[src/hw/rtl/mfau_pkg.sv]
// Package with shared widths, opcodes and the controller-to-datapath command types.
`default_nettype none
package mfau_pkg;
    localparam int PartWidthDefault = 16;
    localparam int FieldWidth       = 16;
    localparam int ValWidth         = 32;
    localparam int ProdWidth        = 62;
    localparam int WholeWidth       = 64;
    localparam int FracWidth        = 48;
    localparam int CntWidth         = 6;

    typedef enum logic [1:0] {
        CMD_MUL = 2'd0,
        CMD_DIV = 2'd1,
        CMD_CMP = 2'd2,
        CMD_RSV = 2'd3
    } t_cmd;

    localparam logic [1:0] ORDER_LESS    = 2'd0;
    localparam logic [1:0] ORDER_EQUAL   = 2'd1;
    localparam logic [1:0] ORDER_GREATER = 2'd2;

    typedef struct packed {
        logic load;       // capture and sign-extend operands, load the multiplier
        logic mul1;       // improper numerators (whole * den + num)
        logic mul2;       // select the cross-product operands
        logic mul3;       // latch the cross products
        logic div_start;  // start the whole-part division
        logic div_step;   // one restoring division step
        logic div_fix;    // sign fix of quotient and remainder
        logic gcd_init;   // start Euclid
        logic gcd_start;  // start one modulo
        logic gcd_swap;   // x <= y, y <= remainder
        logic red_start;  // start a reducing division
        logic red_fix;    // latch reduced numerator or denominator
        logic red_sel;    // 0 numerator, 1 denominator
        logic finish;     // build the result
    } t_ctrl;

    typedef struct packed {
        logic is_cmp;
        logic zero_div;
        logic rem_zero;
        logic gcd_done;
        logic div_last;
    } t_stat;
endpackage
`default_nettype wire

[src/hw/rtl/mfau_ctrl.sv]
// Controller: sequences multiply, division, Euclid and reduction steps, runs the handshake.
`default_nettype none
module mfau_ctrl (
    input  wire logic            i_clk,
    input  wire logic            i_rst_n,
    input  wire logic            i_valid,
    output logic                 o_stall,
    output logic                 o_valid,
    input  wire logic            i_stall,
    output mfau_pkg::t_ctrl      o_ctrl,
    input  wire mfau_pkg::t_stat i_stat
);
    typedef enum logic [3:0] {
        S_IDLE, S_MUL1, S_MUL2, S_MUL3, S_DIVS, S_DIV, S_DFIX,
        S_GINIT, S_GTEST, S_GDIV, S_GSWAP, S_RNUM, S_RDEN, S_FIN, S_OUT
    } t_state;

    t_state r_state;
    logic   r_div_run;
    logic   r_sel;
    logic   r_kind;   // 0 whole division, 1 gcd or reduction
    logic   r_valid;

    assign o_valid = r_valid;
    assign o_stall = (r_state != S_IDLE);

    always_comb begin
        o_ctrl = '0;
        o_ctrl.red_sel = r_sel;
        case (r_state)
            S_IDLE:  o_ctrl.load = i_valid;
            S_MUL1:  o_ctrl.mul1 = 1'b1;
            S_MUL2:  o_ctrl.mul2 = 1'b1;
            S_MUL3:  o_ctrl.mul3 = 1'b1;
            S_DIVS:  o_ctrl.div_start = 1'b1;
            S_DIV:   o_ctrl.div_step = 1'b1;
            S_DFIX:  o_ctrl.div_fix = 1'b1;
            S_GINIT: o_ctrl.gcd_init = 1'b1;
            S_GDIV: begin
                o_ctrl.gcd_start = !r_div_run;
                o_ctrl.div_start = !r_div_run;
                o_ctrl.div_step  = r_div_run;
            end
            S_GSWAP: o_ctrl.gcd_swap = 1'b1;
            S_RNUM, S_RDEN: begin
                o_ctrl.red_start = !r_div_run;
                o_ctrl.div_start = !r_div_run;
                o_ctrl.div_step  = r_div_run;
                o_ctrl.red_fix   = r_div_run && i_stat.div_last;
            end
            S_FIN:   o_ctrl.finish = 1'b1;
            default: o_ctrl = '0;
        endcase
        if (r_kind) o_ctrl.div_fix = 1'b0;
    end

    always_ff @(posedge i_clk) begin
        if (!i_rst_n) begin
            r_state   <= S_IDLE;
            r_div_run <= 1'b0;
            r_sel     <= 1'b0;
            r_kind    <= 1'b0;
            r_valid   <= 1'b0;
        end else begin
            case (r_state)
                S_IDLE: if (i_valid) r_state <= S_MUL1;
                S_MUL1: r_state <= S_MUL2;
                S_MUL2: r_state <= S_MUL3;
                S_MUL3: r_state <= (i_stat.is_cmp || i_stat.zero_div) ? S_FIN : S_DIVS;
                S_DIVS: begin
                    r_kind  <= 1'b0;
                    r_state <= S_DIV;
                end
                S_DIV: if (i_stat.div_last) r_state <= S_DFIX;
                S_DFIX: r_state <= S_GINIT;
                S_GINIT: begin
                    r_kind  <= 1'b1;
                    r_state <= i_stat.rem_zero ? S_FIN : S_GTEST;
                end
                S_GTEST: begin
                    r_sel   <= 1'b0;
                    r_state <= i_stat.gcd_done ? S_RNUM : S_GDIV;
                end
                S_GDIV: begin
                    if (!r_div_run) r_div_run <= 1'b1;
                    else if (i_stat.div_last) begin
                        r_div_run <= 1'b0;
                        r_state   <= S_GSWAP;
                    end
                end
                S_GSWAP: r_state <= S_GTEST;
                S_RNUM: begin
                    if (!r_div_run) r_div_run <= 1'b1;
                    else if (i_stat.div_last) begin
                        r_div_run <= 1'b0;
                        r_sel     <= 1'b1;
                        r_state   <= S_RDEN;
                    end
                end
                S_RDEN: begin
                    if (!r_div_run) r_div_run <= 1'b1;
                    else if (i_stat.div_last) begin
                        r_div_run <= 1'b0;
                        r_sel     <= 1'b0;
                        r_state   <= S_FIN;
                    end
                end
                S_FIN: begin
                    r_valid <= 1'b1;
                    r_state <= S_OUT;
                end
                S_OUT: if (!i_stall) begin
                    r_valid <= 1'b0;
                    r_state <= S_IDLE;
                end
                default: r_state <= S_IDLE;
            endcase
        end
    end
endmodule
`default_nettype wire

[config.mk]
export PLATFORM = sky130hd
export DESIGN_NAME = mfau_ctrl
export DESIGN_NICKNAME = d
export VERILOG_FILES = /design/src/hw/rtl/mfau_pkg.sv /design/src/hw/rtl/mfau_ctrl.sv
export SDC_FILE = /design/constraint.sdc
export NUM_CORES = 1
export LEC_CHECK = 0
export BUFFER_PORTS_ARGS = -buffer_cell sky130_fd_sc_hd__clkbuf_2
export CAP_MARGIN = 25
export CELL_PAD_IN_SITES_DETAIL_PLACEMENT = 1
export CELL_PAD_IN_SITES_GLOBAL_PLACEMENT = 1
export CORE_UTILIZATION = 35
export DETAILED_ROUTE_END_ITERATION = 6
export HOLD_SLACK_MARGIN = 0.03
export PLACE_DENSITY_LB_ADDON = 0.3
export RECOVER_POWER = 25
export SLEW_MARGIN = 20
export SYNTH_ARGS = -nofsm -noshare
export SYNTH_HDL_FRONTEND = slang
export SYNTH_SLANG_ARGS = --single-unit
[constraint.sdc]
create_clock -name i_clk -period 3.5 [get_ports i_clk]
set_input_delay 0.175 -clock i_clk [delete_from_list [all_inputs] [get_ports i_clk]]
set_output_delay 0.175 -clock i_clk [all_outputs]
set_load 0.005 [all_outputs]
==> impl_results.md, run 1 <==
* Outcome: finished, final reports clean
* # diodes at 0
* WL per Instance at 14.6 microns
* Clk_lat worst skew at 0.27 ns
* Final number of setup-violating endpoints at 0
* Post-route setup TNS at 0 ns
* Worst Tran Pin Value at 0.619 ns
* Port Buffers at 24
* Clock tree sinks at 8
* PnR Total Power at 0.000474 W
* CP max stage delay at 0.71 ns
* Post-synthesis average cell area at 6.89 sq um
* Cells after Synth at 98
* Worst Hold Class: in2reg
* Die H at 45.9 microns
* Synth top area share at 23.7%
* Switch share at 48.8%
* GRT overflow at 0
* #FFs+latches synth at 8
* Placed wire-length estimate at 1480 microns
* CTS tree: done
* Setup repair bufs after CTS at 0
* Post_cts resized at 0
* Initial antenna violation count at 0
* Asr flop ratio synth at 0%
* Comb power frac at 48.9%
* Min Hold Slack at 0.292 ns
* Seq/Total Area, Yosys at 23.7%
* All-Layer GR Usage at 21.7%
* Hold_buf cts at 0
* Max cap viols at 0
* Clock root buffer: clkbuf_4
* DP Worst Slack at 1.74 ns
* Clock Power Share at 16.3%
* Core ar. at 0.00176 sq mm
* Gpl congestion at 0.777
* Number of synthesized flops with an enable pin at 0
* Vias in the first global route at 757
* Post-synth cell types at 40
* Max IR drop VDD at 0.228 mV
* Vias per cell at 5.80
* Crit start category: register
* P_int at 0.000243 W
* First-pass GRT wire length at 3240 microns
* Crit. path cell count at 4
* Drc violations at 0
* Core Rows at 15
* Routed WL at 2080 microns
* Most numerous cell in the Yosys netlist: nand2_1
* CP delay by family, top: flip-flops
* Critical Path Slowest Stage Cell: dfxtp_1
* Final Util at 45.6%
* Syn nets at 107
* Area of the die at 0.00211 sq mm
* Slew HR at 58.7%
* Drt first pass iters at 4
* CP required at 3.32 ns
* Max clock buf depth at 2
* Period utilization at 60.0%
* Layout cell share with drive strength beyond 1 at 28.2%
* Crit path arrival time at 1.92 ns
* Crit Path Max Fanout at 18
* DRT iter0 DRCs at 17
* I/O pin cnt at 25
* Worst Reg2Reg Path Length in Cells at 4
* FMAX at 0.476 GHz
* WP buf/inv at 2
* Crit Path Category: reg2out
* Hold Crit Depth at 3
* Pwr dens at 589 mW/mm^2
* Crit. End Element: output port
* Leading area contributor after synthesis: dfxtp_1
* Yosys warns at 0
* Fin Clk Skew at 0.0168 ns
* Clk slew on worst S/H paths at 0.07 ns
* Cts bufs inserted at 3
* Largest net degree at the start of global routing at 20
* Routed Antenna Nets at 0
* Post-Syn Area at 676 sq um
* Via count at 824
* CP Cell Sequence: inv_1 -> o22a_1 -> nor3_1 -> clkbuf_2
* Slack of the critical path at 1.40 ns
* Max Slew Vio Count at 0
* H-tree depth at 1
* Synth top area cells: dfxtp_1 24%, nand2_1 7.8%, nor2_1 6.1%
* Prevailing post-synth register cell: dfxtp_1
* Total Nets Final at 128
* Top cells by count, synth: 14 x nand2_1, 11 x nor2_1, 8 x dfxtp_1
* Final min period at 2.10 ns
* Area delta synth->final at 19.1%
* RSZ-0062 raised after global routing: false
* Chip width at 45.9 microns
* Net switching power at 0.000231 W
* Leakage at 0.329 nW
* Initial core utilization at 38.3%
* Reg power frac at 34.8%
* Final hold violations at 0
==> layout make-up <==
cell class,instances,area [sq um]
Clock buffer,3,22.5
Timing Repair Buffer,24,119
Inverter,4,15.0
Tap cell,25,31.3
Multi-Input combinational cell,78,457
Sequential cell,8,160
Fill cell,260,960
==> cell usage in the layout, fill, tap and decap left out, types with 2 or more instances in the layout <==
cell / count
o22a_1: 2
a21boi_1: 2
nand2_1: 15
clkbuf_4: 3
nand2b_1: 2
dfxtp_1: 8
a21oi_1: 3
nand3_1: 3
inv_2: 2
nor2_1: 11
nor3_1: 5
o21ai_0: 7
and3_1: 2
clkbuf_2: 23
o31ai_1: 3
inv_1: 2
mux2i_1: 3
==> power groups by stage <==
stage / combinational [W] / sequential (W) / clock (W)
floorplan: 0.000219 / 0.000116 / 0
global placement: 0.000228 / 0.000167 / 0
detailed placement: 0.000232 / 0.000167 / 0
CTS: 0.000234 / 0.000165 / 0.0000780
global route: 0.000260 / 0.000170 / 0.0000818
finish: 0.000232 / 0.000165 / 0.0000773
==> metrics by stage <==
stage,cells,cell area (sq um)
floorplan,98,676
global placement,139,786
detailed placement,139,786
CTS,142,808
global route,142,805
finish,142,805
==> metal layers <==
metal	part of all wire [%]	routed length [microns]	global-route usage (%)
met5	0	0	0
met4	2.5	53	12.9
met3	6.3	131	2.38
met2	44	921	33.2
met1	47	972	28.8
==> logic make-up after synthesis <==
group	Yosys count	share of synthesized area, %
flops	8	23.7
simple gates	43	29.6
buf+inv	12	8.33
mux	3	4.44
compound gates	32	33.9
==> worst register-to-register path, cell delays in order, from the launching register on <==
cell and delay (ns):
dfxtp_1 0.71, inv_1 0.34, and3_1 0.24, o311ai_0 0.29, mux2i_1 0.11
==> state kept, by name (all words and copies together), names as in the netlist <==
register	count
r_div_run	1
r_kind	1
o_valid	1
r_state	4
r_sel	1
==> path summary, 6_finish.rpt <==
path,start,end,slack (ns)
worst max-delay path,r_state[2],o_ctrl[2],1.40
worst min-delay path,i_rst_n,r_div_run,0.29
worst max register to register,r_state[2],r_state[1],1.71
worst min register to register,r_sel,r_sel,0.46
Power figures use the tool's default switching activity.
==> inputs of run 2 (changes only) <==
--- a/config.mk
+++ b/config.mk
@@ -9,7 +9,7 @@
 export CAP_MARGIN = 25
 export CELL_PAD_IN_SITES_DETAIL_PLACEMENT = 1
 export CELL_PAD_IN_SITES_GLOBAL_PLACEMENT = 1
-export CORE_UTILIZATION = 35
+export CORE_UTILIZATION = 32
 export DETAILED_ROUTE_END_ITERATION = 6
 export HOLD_SLACK_MARGIN = 0.03
 export PLACE_DENSITY_LB_ADDON = 0.3
==> constraint.sdc (replaced) <==
create_clock -name i_clk -period 2.15 [get_ports i_clk]
set_input_delay 0.1075 -clock i_clk [delete_from_list [all_inputs] [get_ports i_clk]]
set_output_delay 0.1075 -clock i_clk [all_outputs]
set_load 0.005 [all_outputs]
==> run 2 against run 1 <==
- critical path depth stayed put
- design area rose by 0.93%
- combinational power up 69%
- sequential power up 61%
- global-route usage increased by 0.11 points
- register-to-register slack lost 1.4 ns
- largest cell class unchanged
==> impl_results.md, run 2 (same netlist as run 1, synthesis figures left out) <==
* Gpl congestion at 0.834
* RSZ-0062 raised after global routing: false
* Total Nets Final at 129
* Initial core utilization at 34.1%
* Core ar. at 0.00198 sq mm
* Pwr dens at 968 mW/mm^2
* Core Rows at 16
* Max reg flops at 4
* # diodes at 0
* Area delta synth->final at 20.2%
* CP required at 2.04 ns
* WL per Instance at 15.0 microns
* Area after DPL at 796 sq um
* Routed Antenna Nets at 0
* Via count at 829
* Vias per cell at 5.72
* Post-route setup TNS at 0 ns
* CP Cell Sequence: inv_2 -> o22a_1 -> nor3_1 -> clkbuf_2
* Crit Path Category: reg2out
* Hold EP: o_valid
* Post_cts resized at 0
* Period utilization at 89.6%
* Final Util at 41.0%
* Clk slew on worst S/H paths at 0.07 ns
* Vias in the first global route at 693
* Worst Tran Pin Value at 0.592 ns
* Critical Path Slowest Stage Cell: dfxtp_1
* I/O pin cnt at 25
* Clk_lat worst skew at 0.27 ns
* CTS tree: done
* Max IR drop VDD at 0.381 mV
* Post-Layout Cell Count at 145
* Crit start category: register
* Drt first pass iters at 4
* Clock tree sinks at 8
* Placed wire-length estimate at 1590 microns
* GRT overflow at 0
* Clock root buffer: clkbuf_4
* Leakage at 0.328 nW
* Outcome: finished, final reports clean
* Hold Crit Depth at 3
* R2R Path End: r_state[3]
* Final hold violations at 0
* Worst Reg2Reg Path Length in Cells at 5
* Max clock buf depth at 2
* H-tree depth at 1
* Most common cell after layout, fill and taps aside: clkbuf_2
* Commonest non-fill, non-tap cells in the layout: 21 x clkbuf_2, 15 x nand2_1, 11 x nor2_1, 8 x dfxtp_1, 7 x o21ai_0
* Layout cell share with drive strength beyond 1 at 28.0%
* Crit Path Max Fanout at 18
* Die H at 48.0 microns
* Slew HR at 60.5%
* All-Layer GR Usage at 21.8%
* Reg2reg start: r_state[0]
* FMAX at 0.519 GHz
* Hold_buf cts at 0
* Fin Clk Skew at 0.00890 ns
* First-pass GRT wire length at 3330 microns
* Max cap viols at 0
* Chip width at 48.0 microns
* DRT iter0 DRCs at 10
* Worst reg-to-reg setup slack at 0.35 ns
* Area of the die at 0.00230 sq mm
* Crit path arrival time at 1.82 ns
* Final min period at 1.93 ns
* Max Slew Vio Count at 0
* Largest net degree at the start of global routing at 19
* Worst Hold Class: in2reg
* Crit. End Element: output port
* Routed WL at 2180 microns
* Finished Cell Area at 812 sq um
* Placed Cells at 142
* Drc violations at 0
* Port Buffers at 24
* Final number of setup-violating endpoints at 0
* Initial antenna violation count at 0
* Setup repair bufs after CTS at 0
* Reg with most FFs: r_state
* CP max stage delay at 0.70 ns
* Cts bufs inserted at 3
* Hold path start: i_stall
run 2: cell types whose count changed in the layout (fill, tap and decap cells not counted):
cell / change
clkbuf_1: +2
clkbuf_2: -2
buf_4: +1
inv_1: -1
inv_2: +1
run 2: cell type report:
cell class | instances | area (sq um)
Multi-Input combinational cell | 78 | 457
Fill cell | 280 | 1170
Clock buffer | 3 | 22.5
Sequential cell | 8 | 160
Tap cell | 27 | 33.8
Timing Repair Buffer | 25 | 124
Inverter | 4 | 15.0
run 2: critical path, delay by kind of cell (launching register included):
kind / cells / cell delay (ns)
and+or+nand+nor: 1 / 0.21
DFF: 1 / 0.70
buffers and inverters: 2 / 0.36
AOI/OAI and AO/OA: 1 / 0.28
run 2: power breakdown:
part           total [W]  internal [W]  switching (W)
Sequential      0.000265      0.000172      0.0000931
Clock           0.000129     0.0000646      0.0000646
Combinational   0.000392      0.000163       0.000229
Total           0.000786      0.000399       0.000387
run 2: metrics by stage:
step	hold WS [ns]	setup WS, ns	power [W]
global route	0.191	0.105	0.000866
global placement	0.441	0.383	0.000653
finish	0.167	0.223	0.000786
CTS	0.177	0.227	0.000797
floorplan	0.285	0.836	0.000544
detailed placement	0.453	0.349	0.000667
run 2: routing by layer:
layer,global-route usage (%),part of all wire (%)
met4,10.0,2.1
met1,31.3,48
met5,0,0
met2,31.6,45
met3,3.40,5.1
run 2: worst max path at each step:
stage | start | endpoint | slack (ns) | cells past startpoint
6_report | r_state[2] | o_ctrl[2] | 0.22 | 4
2_1_floorplan | r_state[0] | r_state[3] | 0.84 | 5
5_1_grt | r_state[2] | o_ctrl[2] | 0.11 | 4
3_5_place_dp | r_state[0] | r_state[3] | 0.35 | 5
4_1_cts | r_state[2] | o_ctrl[2] | 0.23 | 4
3_3_place_gp | r_state[0] | r_state[3] | 0.38 | 5
